File: config.mk
export PLATFORM = sky130hd
export DESIGN_NAME = escape_time_fractal_pixel
export DESIGN_NICKNAME = d
export VERILOG_FILES = /design/src/etf_pkg.sv /design/src/etf_mul.sv /design/src/etf_div.sv /design/src/escape_time_fractal_pixel.sv
export SDC_FILE = /design/constraint.sdc
export NUM_CORES = 2
export LEC_CHECK = 0
export BUFFER_PORTS_ARGS = -buffer_cell sky130_fd_sc_hd__buf_2
export CORE_MARGIN = 2
export CORE_UTILIZATION = 45
export DETAILED_ROUTE_END_ITERATION = 6
export GPL_TIMING_DRIVEN = 0
export PLACE_DENSITY = 0.69
export SLEW_MARGIN = 20
export SYNTH_ARGS = -nofsm -noshare
export SYNTH_HDL_FRONTEND = slang
export SYNTH_HIERARCHICAL = 1
export SYNTH_SLANG_ARGS = --single-unit
File: constraint.sdc
create_clock -name clk -period 25 [get_ports clk]
set_clock_uncertainty 0.1 [all_clocks]
set_input_delay 5 -clock clk [delete_from_list [all_inputs] [get_ports clk]]
set_output_delay 5 -clock clk [all_outputs]
set_load 0.02 [all_outputs]
File: src/etf_pkg.sv
`timescale 1ns / 1ps
// Shared types, widths and constants for the escape-time fractal pixel block.
// Used by etf_mul, etf_div and escape_time_fractal_pixel; depends on nothing.
package etf_pkg;

  // Number format and fixed field widths
  localparam int FRAC_BITS = 28;
  localparam int SHADE_MAX = 69;
  localparam int COORD_W   = 12;
  localparam int START_W   = 32;
  localparam int CNT_W     = 16;
  localparam int DIM_W     = 12;
  localparam int SHADE_W   = 7;
  localparam int IDX_W     = 3;

  // Datapath widths. z and c stay below 2^14 in magnitude while iterating.
  localparam int NUM_W = COORD_W + 2;          // 3*x or 2*y
  localparam int Z_W   = FRAC_BITS + 16;       // signed z, c
  localparam int H_W   = (Z_W + 1) / 2;        // multiplier operand half
  localparam int M_W   = 2 * H_W;              // operand magnitude
  localparam int ACC_W = 4 * H_W;              // exact product magnitude
  localparam int P_W   = ACC_W - FRAC_BITS + 1; // signed truncated product
  localparam int S_W   = P_W + 1;              // sums of products
  localparam int SH_W  = $clog2(M_W + 1);
  localparam int DVD_W = NUM_W + FRAC_BITS;    // divider dividend
  localparam int DSR_W = CNT_W;                // divider divisor
  localparam int DC_W  = $clog2(DVD_W);
  localparam int NS_W  = CNT_W + SHADE_W;      // count * SHADE_MAX

  localparam logic signed [Z_W-1:0] FX_ONE =
    {{(Z_W-FRAC_BITS-1){1'b0}}, 1'b1, {FRAC_BITS{1'b0}}};
  localparam logic signed [Z_W-1:0] FX_TWO =
    {{(Z_W-FRAC_BITS-2){1'b0}}, 2'b10, {FRAC_BITS{1'b0}}};
  localparam logic signed [S_W-1:0] FX_FOUR =
    {{(S_W-FRAC_BITS-3){1'b0}}, 3'b100, {FRAC_BITS{1'b0}}};
  localparam logic [SHADE_W-1:0] SHADE_TOP = SHADE_W'(SHADE_MAX);

  // Register reset values
  localparam logic [START_W-1:0] RST_START    = '0;
  localparam logic [CNT_W-1:0]   RST_MAX_ITER = 16'd150;
  localparam logic [DIM_W-1:0]   RST_WIDTH    = 12'd236;
  localparam logic [DIM_W-1:0]   RST_HEIGHT   = 12'd59;

  typedef enum logic [IDX_W-1:0] {
    REG_START_RE = 3'd0,
    REG_START_IM = 3'd1,
    REG_MAX_ITER = 3'd2,
    REG_WIDTH    = 3'd3,
    REG_HEIGHT   = 3'd4
  } cfg_reg_t;

  typedef struct packed {
    logic [COORD_W-1:0] x_coord;
    logic [COORD_W-1:0] y_coord;
  } pixel_t;

  typedef struct packed {
    logic [SHADE_W-1:0] shade;
    logic [CNT_W-1:0]   iter_count;
  } pixel_res_t;

  typedef struct packed {
    logic                  start;
    logic signed [Z_W-1:0] a;
    logic signed [Z_W-1:0] b;
  } mul_req_t;

  typedef struct packed {
    logic             start;
    logic [DVD_W-1:0] dividend;
    logic [DSR_W-1:0] divisor;
  } div_req_t;

  typedef struct packed {
    logic busy;
    logic done;
  } unit_stat_t;

  typedef enum logic [3:0] {
    S_IDLE,
    S_CRE_GO,
    S_CRE_WAIT,
    S_CIM_GO,
    S_CIM_WAIT,
    S_LOOP,
    S_RR_GO,
    S_RR_WAIT,
    S_II_GO,
    S_II_WAIT,
    S_TEST,
    S_RI_GO,
    S_RI_WAIT,
    S_SHADE_GO,
    S_SHADE_WAIT,
    S_DONE
  } etf_state_t;

endpackage

File: src/etf_mul.sv
`timescale 1ns / 1ps
// Shared fixed-point multiplier: sign-magnitude, four half-width partial
// products accumulated in turn, truncated toward zero. Uses etf_pkg.
module etf_mul (
  input  logic                              clk,
  input  logic                              rst,
  input  etf_pkg::mul_req_t                 req,
  output etf_pkg::unit_stat_t               stat,
  output logic signed [etf_pkg::P_W-1:0]    product
);

  localparam int ZW = etf_pkg::Z_W;
  localparam int HW = etf_pkg::H_W;
  localparam int MW = etf_pkg::M_W;
  localparam int AW = etf_pkg::ACC_W;
  localparam int PW = etf_pkg::P_W;
  localparam int SW = etf_pkg::SH_W;
  localparam int FB = etf_pkg::FRAC_BITS;

  logic          busy;
  logic          done;
  logic [1:0]    step;
  logic          neg;
  logic [MW-1:0] ma;
  logic [MW-1:0] mb;
  logic [AW-1:0] acc;

  logic [ZW-1:0] a_abs;
  logic [ZW-1:0] b_abs;
  logic [HW-1:0] a_half;
  logic [HW-1:0] b_half;
  logic [MW-1:0] pp;
  logic [SW-1:0] sh;
  logic [AW-1:0] pp_sh;
  logic [AW-1:0] acc_next;
  logic signed [PW-1:0] mag;

  // operand magnitudes at start
  assign a_abs = req.a[ZW-1] ? ZW'(-req.a) : ZW'(req.a);
  assign b_abs = req.b[ZW-1] ? ZW'(-req.b) : ZW'(req.b);

  // step[0] picks the half of a, step[1] the half of b
  assign a_half   = step[0] ? ma[MW-1:HW] : ma[HW-1:0];
  assign b_half   = step[1] ? mb[MW-1:HW] : mb[HW-1:0];
  assign pp       = a_half * b_half;
  assign sh       = (step[0] ? SW'(HW) : SW'(0)) + (step[1] ? SW'(HW) : SW'(0));
  assign pp_sh    = AW'(pp) << sh;
  assign acc_next = acc + pp_sh;

  // truncate magnitude, then apply sign
  assign mag     = {1'b0, acc[AW-1:FB]};
  assign product = neg ? -mag : mag;

  assign stat.busy = busy;
  assign stat.done = done;

  always_ff @(posedge clk) begin
    if (rst) begin
      busy <= 1'b0;
      done <= 1'b0;
      step <= 2'b00;
    end else begin
      done <= 1'b0;
      if (req.start) begin
        busy <= 1'b1;
        step <= 2'b00;
      end else if (busy) begin
        step <= step + 2'b01;
        if (&step) begin
          busy <= 1'b0;
          done <= 1'b1;
        end
      end
    end
  end

  // payload
  always_ff @(posedge clk) begin
    if (req.start) begin
      neg <= req.a[ZW-1] ^ req.b[ZW-1];
      ma  <= MW'(a_abs);
      mb  <= MW'(b_abs);
      acc <= '0;
    end else if (busy) begin
      acc <= acc_next;
    end
  end

endmodule

File: src/etf_div.sv
`timescale 1ns / 1ps
// Shared restoring divider, one quotient bit per cycle over the full dividend
// width. Used for coordinate mapping and the shade index. Uses etf_pkg.
module etf_div (
  input  logic                           clk,
  input  logic                           rst,
  input  etf_pkg::div_req_t              req,
  output etf_pkg::unit_stat_t            stat,
  output logic [etf_pkg::DVD_W-1:0]      quotient
);

  localparam int QW = etf_pkg::DVD_W;
  localparam int DW = etf_pkg::DSR_W;
  localparam int CW = etf_pkg::DC_W;

  logic          busy;
  logic          done;
  logic [CW-1:0] cnt;
  logic [QW-1:0] q;
  logic [DW-1:0] r;
  logic [DW-1:0] den;

  logic [DW:0]   r_sh;
  logic [DW:0]   r_sub;
  logic          fits;

  // shift in the next dividend bit, subtract when it fits
  assign r_sh  = {r, q[QW-1]};
  assign r_sub = r_sh - {1'b0, den};
  assign fits  = r_sh >= {1'b0, den};

  assign quotient  = q;
  assign stat.busy = busy;
  assign stat.done = done;

  always_ff @(posedge clk) begin
    if (rst) begin
      busy <= 1'b0;
      done <= 1'b0;
      cnt  <= '0;
    end else begin
      done <= 1'b0;
      if (req.start) begin
        busy <= 1'b1;
        cnt  <= '0;
      end else if (busy) begin
        cnt <= cnt + CW'(1);
        if (cnt == CW'(QW - 1)) begin
          busy <= 1'b0;
          done <= 1'b1;
        end
      end
    end
  end

  // payload
  always_ff @(posedge clk) begin
    if (req.start) begin
      q   <= req.dividend;
      r   <= '0;
      den <= req.divisor;
    end else if (busy) begin
      q <= {q[QW-2:0], fits};
      r <= fits ? r_sub[DW-1:0] : r_sh[DW-1:0];
    end
  end

endmodule

File: src/escape_time_fractal_pixel.sv
`timescale 1ns / 1ps
// Top level of the escape-time fractal pixel block: sequencer, registers,
// result register. Depends on etf_pkg, etf_mul and etf_div.
//
// Usage:
//   pix carries one pixel (x_coord, y_coord); a beat moves when pix_valid is
//   high and pix_stall is low. res carries (shade, iter_count); a beat moves
//   when res_valid is high and res_stall is low. cfg writes one register per
//   beat (cfg_index, cfg_data); cfg_ready is always high.
//   Each pixel maps x and y to c through the shared restoring divider, one
//   quotient bit per cycle, then runs z = z*z + c on the shared
//   multiplier: three products of four partial products each per
//   iteration. The shade index takes one more divider pass unless max_iter
//   is 0.
//   One pixel is in work at a time; pix_stall is low only while idle.
//   The result sits in an output register, so a new pixel is taken while the
//   previous result waits; a finished pixel holds until that register frees.
//   Reset (rst, synchronous) empties the block and sets start_re and
//   start_im to 0, max_iter to 150, image_width to 236, image_height to 59.
module escape_time_fractal_pixel (
  input  logic                               clk,
  input  logic                               rst,
  input  logic                               pix_valid,
  output logic                               pix_stall,
  input  etf_pkg::pixel_t                    pix,
  output logic                               res_valid,
  input  logic                               res_stall,
  output etf_pkg::pixel_res_t                res,
  input  logic                               cfg_valid,
  output logic                               cfg_ready,
  input  logic [etf_pkg::IDX_W-1:0]          cfg_index,
  input  logic [etf_pkg::START_W-1:0]        cfg_data
);

  localparam int ZW = etf_pkg::Z_W;
  localparam int PW = etf_pkg::P_W;
  localparam int SW = etf_pkg::S_W;
  localparam int QW = etf_pkg::DVD_W;
  localparam int DW = etf_pkg::DSR_W;
  localparam int NW = etf_pkg::NUM_W;
  localparam int CW = etf_pkg::CNT_W;
  localparam int KW = etf_pkg::NS_W;
  localparam int HW = etf_pkg::SHADE_W;
  localparam int FB = etf_pkg::FRAC_BITS;

  // configuration registers
  logic [etf_pkg::START_W-1:0] start_re;
  logic [etf_pkg::START_W-1:0] start_im;
  logic [CW-1:0]               max_iter;
  logic [etf_pkg::DIM_W-1:0]   image_width;
  logic [etf_pkg::DIM_W-1:0]   image_height;

  etf_pkg::etf_state_t state, state_next;

  // working registers
  logic [etf_pkg::COORD_W-1:0] x;
  logic [etf_pkg::COORD_W-1:0] y;
  logic signed [ZW-1:0] cre;
  logic signed [ZW-1:0] cim;
  logic signed [ZW-1:0] zr;
  logic signed [ZW-1:0] zi;
  logic signed [PW-1:0] r2;
  logic signed [PW-1:0] i2;
  logic [CW-1:0]        n;
  logic [HW-1:0]        shade_val;

  etf_pkg::mul_req_t   mul_req;
  etf_pkg::unit_stat_t mul_stat;
  logic signed [PW-1:0] mul_p;
  etf_pkg::div_req_t   div_req;
  etf_pkg::unit_stat_t div_stat;
  logic [QW-1:0]       div_q;

  logic                 accept;
  logic                 load;
  logic [NW-1:0]        x3;
  logic [NW-1:0]        y2;
  logic [DW-1:0]        w_eff;
  logic [DW-1:0]        h_eff;
  logic [KW-1:0]        n_scaled;
  logic signed [ZW-1:0] q_fx;
  logic signed [SW-1:0] esc_sum;
  logic signed [SW-1:0] zr_full;
  logic signed [SW-1:0] zi_full;

  etf_mul u_mul (
    .clk     (clk),
    .rst     (rst),
    .req     (mul_req),
    .stat    (mul_stat),
    .product (mul_p)
  );

  etf_div u_div (
    .clk      (clk),
    .rst      (rst),
    .req      (div_req),
    .stat     (div_stat),
    .quotient (div_q)
  );

  // configuration writes
  assign cfg_ready = 1'b1;

  always_ff @(posedge clk) begin
    if (rst) begin
      start_re     <= etf_pkg::RST_START;
      start_im     <= etf_pkg::RST_START;
      max_iter     <= etf_pkg::RST_MAX_ITER;
      image_width  <= etf_pkg::RST_WIDTH;
      image_height <= etf_pkg::RST_HEIGHT;
    end else if (cfg_valid && cfg_ready) begin
      case (etf_pkg::cfg_reg_t'(cfg_index))
        etf_pkg::REG_START_RE: start_re     <= cfg_data;
        etf_pkg::REG_START_IM: start_im     <= cfg_data;
        etf_pkg::REG_MAX_ITER: max_iter     <= cfg_data[CW-1:0];
        etf_pkg::REG_WIDTH:    image_width  <= cfg_data[etf_pkg::DIM_W-1:0];
        etf_pkg::REG_HEIGHT:   image_height <= cfg_data[etf_pkg::DIM_W-1:0];
        default: ;
      endcase
    end
  end

  // operand formation
  assign x3       = NW'({x, 1'b0}) + NW'(x);
  assign y2       = NW'({y, 1'b0});
  assign w_eff    = (image_width == '0) ? DW'(1) : DW'(image_width);
  assign h_eff    = (image_height == '0) ? DW'(1) : DW'(image_height);
  assign n_scaled = KW'(n) * KW'(etf_pkg::SHADE_MAX);
  assign q_fx     = {{(ZW-QW){1'b0}}, div_q};
  assign esc_sum  = SW'(r2) + SW'(i2);
  assign zr_full  = SW'(r2) - SW'(i2) + SW'(cre);
  assign zi_full  = SW'(mul_p) + SW'(mul_p) + SW'(cim);

  assign pix_stall = (state != etf_pkg::S_IDLE);
  assign accept    = pix_valid && !pix_stall;

  // state register
  always_ff @(posedge clk) begin
    if (rst) begin
      state <= etf_pkg::S_IDLE;
    end else begin
      state <= state_next;
    end
  end

  // next state and unit requests
  always_comb begin
    state_next       = state;
    load             = 1'b0;
    mul_req.start    = 1'b0;
    mul_req.a        = zr;
    mul_req.b        = zr;
    div_req.start    = 1'b0;
    div_req.dividend = {x3, {FB{1'b0}}};
    div_req.divisor  = w_eff;
    case (state)
      etf_pkg::S_IDLE: begin
        if (accept) state_next = etf_pkg::S_CRE_GO;
      end
      etf_pkg::S_CRE_GO: begin
        div_req.start = 1'b1;
        state_next    = etf_pkg::S_CRE_WAIT;
      end
      etf_pkg::S_CRE_WAIT: begin
        if (div_stat.done) state_next = etf_pkg::S_CIM_GO;
      end
      etf_pkg::S_CIM_GO: begin
        div_req.start    = 1'b1;
        div_req.dividend = {y2, {FB{1'b0}}};
        div_req.divisor  = h_eff;
        state_next       = etf_pkg::S_CIM_WAIT;
      end
      etf_pkg::S_CIM_WAIT: begin
        if (div_stat.done) state_next = etf_pkg::S_LOOP;
      end
      etf_pkg::S_LOOP: begin
        state_next = (n < max_iter) ? etf_pkg::S_RR_GO : etf_pkg::S_SHADE_GO;
      end
      etf_pkg::S_RR_GO: begin
        mul_req.start = 1'b1;
        state_next    = etf_pkg::S_RR_WAIT;
      end
      etf_pkg::S_RR_WAIT: begin
        if (mul_stat.done) state_next = etf_pkg::S_II_GO;
      end
      etf_pkg::S_II_GO: begin
        mul_req.start = 1'b1;
        mul_req.a     = zi;
        mul_req.b     = zi;
        state_next    = etf_pkg::S_II_WAIT;
      end
      etf_pkg::S_II_WAIT: begin
        if (mul_stat.done) state_next = etf_pkg::S_TEST;
      end
      etf_pkg::S_TEST: begin
        state_next = (esc_sum >= etf_pkg::FX_FOUR) ? etf_pkg::S_SHADE_GO
                                                   : etf_pkg::S_RI_GO;
      end
      etf_pkg::S_RI_GO: begin
        mul_req.start = 1'b1;
        mul_req.b     = zi;
        state_next    = etf_pkg::S_RI_WAIT;
      end
      etf_pkg::S_RI_WAIT: begin
        if (mul_stat.done) state_next = etf_pkg::S_LOOP;
      end
      etf_pkg::S_SHADE_GO: begin
        div_req.dividend = QW'(n_scaled);
        div_req.divisor  = max_iter;
        if (max_iter == '0) begin
          state_next = etf_pkg::S_DONE;
        end else begin
          div_req.start = 1'b1;
          state_next    = etf_pkg::S_SHADE_WAIT;
        end
      end
      etf_pkg::S_SHADE_WAIT: begin
        if (div_stat.done) state_next = etf_pkg::S_DONE;
      end
      etf_pkg::S_DONE: begin
        if (!res_valid || !res_stall) begin
          load       = 1'b1;
          state_next = etf_pkg::S_IDLE;
        end
      end
      default: state_next = etf_pkg::S_IDLE;
    endcase
  end

  // working registers, captured on accept and as each unit finishes
  always_ff @(posedge clk) begin
    if (accept) begin
      x <= pix.x_coord;
      y <= pix.y_coord;
    end
    if (state == etf_pkg::S_CRE_WAIT && div_stat.done) begin
      cre <= q_fx - etf_pkg::FX_TWO;
    end
    if (state == etf_pkg::S_CIM_WAIT && div_stat.done) begin
      cim <= q_fx - etf_pkg::FX_ONE;
      zr  <= ZW'(signed'(start_re));
      zi  <= ZW'(signed'(start_im));
      n   <= '0;
    end
    if (state == etf_pkg::S_RR_WAIT && mul_stat.done) r2 <= mul_p;
    if (state == etf_pkg::S_II_WAIT && mul_stat.done) i2 <= mul_p;
    if (state == etf_pkg::S_RI_WAIT && mul_stat.done) begin
      zr <= zr_full[ZW-1:0];
      zi <= zi_full[ZW-1:0];
      n  <= n + CW'(1);
    end
    if (state == etf_pkg::S_SHADE_GO && max_iter == '0) shade_val <= '0;
    if (state == etf_pkg::S_SHADE_WAIT && div_stat.done) shade_val <= div_q[HW-1:0];
  end

  // result register
  always_ff @(posedge clk) begin
    if (rst) begin
      res_valid <= 1'b0;
    end else if (load) begin
      res_valid <= 1'b1;
    end else if (!res_stall) begin
      res_valid <= 1'b0;
    end
  end

  always_ff @(posedge clk) begin
    if (load) begin
      res.shade      <= shade_val;
      res.iter_count <= n;
    end
  end

  // checks
  a_mul_idle_start: assert property (@(posedge clk) disable iff (rst)
    mul_req.start |-> !mul_stat.busy)
    else $error("multiplier started while busy");

  a_div_idle_start: assert property (@(posedge clk) disable iff (rst)
    div_req.start |-> !div_stat.busy)
    else $error("divider started while busy");

  a_count_limit: assert property (@(posedge clk) disable iff (rst)
    load |-> n <= max_iter)
    else $error("iteration count past limit");

  a_shade_range: assert property (@(posedge clk) disable iff (rst)
    load |-> shade_val <= etf_pkg::SHADE_TOP)
    else $error("shade index out of range");

endmodule
==> out/metrics.csv <==
metric,value,unit
largest net degree at the start of global routing,60,
syn avg cell area,9.03,um^2
Total GRT Usage,29.7,%
Final Hold Fails,0,
fmax,0.0631,GHz
die width,392,um
total of max-cap violations,0,
Routed Antenna Nets,0,
crit path capture type,flop,
R2R depth,41,
critical path depth in cells,41,
P&R area growth vs syn,8.82,%
row count,142,
CP most frequent cell,fa_1,
Die Ht,392,um
layout cell share with drive strength beyond 1,7.22,%
initial DRC count,5987,
Relative slew margins,20.9,%
total gr overflow,0,
clock latency on the worst-skew pair,0.67,ns
crit path max fanout,10,
worst-margin pin slew,1.15,ns
DR WL/cell,23.6,um
Clock Tree Root,clkbuf_16,
Via density,5.95,
startpoint types,flop,
TritonCTS clock tree,built,
Top-Level Pins,90,
hold path depth,0,
Initial Utilization,45.2,%
CP max-delay cell,mux2i_1,
Final setup viols,0,
NumNets Final,8697,
crit-path leading delay family,compound AO/OA/AOI/OAI gates,
final slew viol count,0,
Slowest Stage Delay on Critical Path,0.84,ns
die area,0.154,mm^2
Post-Syn Area,0.0677,mm^2
hpwl dp,188000,um
DRT Wirelength,230000,um
postcts setup bufs,0,
CTS max path bufs,3,
"Req. time, crit path",25.44,ns
CTS Sinks,738,
Post-CTS Resized,0,
period utilization,63.4,%
WS Path Type,flop to flop,
core region area,0.150,mm^2
"Buf+Inv Stages, Crit Path",8,
outcome,completed,
"Reg clk slew, reported paths",0.07,ns
CP Data Arrival Time,16.28,ns
worst hold path type,flop to flop,
initial antenna violation count,9,
fin crit period,15.84,ns
Placer Congestion,1.06,
Syn Inst Count,7497,
vias in the first global route,56739,
DR pass1 iterations,7,
# H-tree levels,3,
TritonCTS Buffers,80,
yosys warns,6,
RSZ-0062 raised after global routing,no,
first-pass GRT wire length,346000,um
DRC,0,
IO buf count,88,
Setup Total Neg Slack,0,ns
vias,58058,
hold buffers post-CTS,0,
==> final cells by class <==
class | count | area [um^2]
Fill cell | 14218 | 76000
Multi-Input combinational cell | 5609 | 43500
Sequential cell | 738 | 19900
Inverter | 801 | 3010
Tap cell | 2016 | 2520
Clock buffer | 93 | 2150
Buffer | 353 | 1410
Timing Repair Buffer | 96 | 633
Clock inverter | 54 | 551
Antenna cell | 5 | 12.5
==> layer usage <==
metal	vias to the layer above	part of all wire, %	GRT usage (%)
met1	28205	40	38.2
met3	624	8.9	5.35
met5	-	0.020	0
met4	8	6.6	17.5
met2	2857	44	46.8
li1	26364	-	-
==> worst register-to-register path: cells and delay by family (launching register included) <==
kind	cells	cell delay, ns
AOI/OAI and AO/OA	19	6.72
adders and majority gates	9	4.36
buffers and inverters	8	2.24
DFF	1	0.47
muxes	1	0.84
and+or+nand+nor	4	0.98
==> through the flow <==
| stage | hold slack [ns] | utilization [%] | std cells | setup WS (ns) | area [um^2] |
|---|---|---|---|---|---|
| finish | 0.341 | 49.2 | 9765 | 9.16 | 73600 |
| global route | 0.347 | 49.2 | 9760 | 8.66 | 73600 |
| CTS | 0.339 | 49.2 | 9760 | 9.58 | 73600 |
| detailed placement | 0.321 | 47.4 | 9613 | 9.63 | 70900 |
| global placement | 0.312 | 47.2 | 9605 | 8.72 | 70700 |
| floorplan | 0.300 | - | 7501 | 13.34 | 67700 |
==> worst paths after layout <==
| path | startpoint | endpoint | slack (ns) |
|---|---|---|---|
| setup / recovery | u_mul/step[1]$_SDFFE_PP0P_ | u_mul/acc[87]$_SDFFE_PP0P_ | 9.16 |
| hold / removal | shade_val[6]$_SDFFCE_PN0P_ | res[22]$_DFFE_PP_ | 0.34 |
| setup reg to reg | u_mul/step[1]$_SDFFE_PP0P_ | u_mul/acc[87]$_SDFFE_PP0P_ | 9.16 |
| hold reg to reg | shade_val[6]$_SDFFCE_PN0P_ | res[22]$_DFFE_PP_ | 0.34 |
==> flip-flops by register name, indices dropped and copies added (netlist names), 16 cells and up <==
name	count
zi	44
start_re	32
i2	61
cim	43
u_mul/ma	44
zr	44
u_div/quotient	42
r2	61
u_mul/mb	44
n	16
u_div/den	16
cre	43
max_iter	16
res	23
u_mul/acc	88
start_im	32
u_div/r	16
==> cell usage in the layout (no fill, tap or decap), types with 20 or more instances in the layout <==
cell type / n
nor2b_1: 35
o31ai_1: 69
nand2_1: 963
nor3_1: 105
dfxtp_1: 225
a31oi_1: 47
ha_1: 500
clkbuf_1: 305
mux2i_1: 136
o21bai_1: 53
o21ai_0: 375
or3_1: 44
a21oi_1: 460
or4_1: 29
xnor2_1: 281
and2_1: 62
fa_1: 454
xor2_1: 125
a21o_1: 160
o21ai_1: 20
nor2_1: 612
inv_1: 796
clkbuf_16: 83
or2_2: 26
nand4_1: 88
mux2_2: 191
nand3_1: 107
nand2b_1: 52
a22oi_1: 20
a211oi_1: 43
buf_2: 111
and3_1: 44
o21a_1: 41
nor4_1: 41
edfxtp_1: 513
a21boi_0: 21
buf_1: 20
o211ai_1: 39
Power is not shown: default switching activity piles up to over one toggle a cycle in this logic, so the estimate is an artifact.
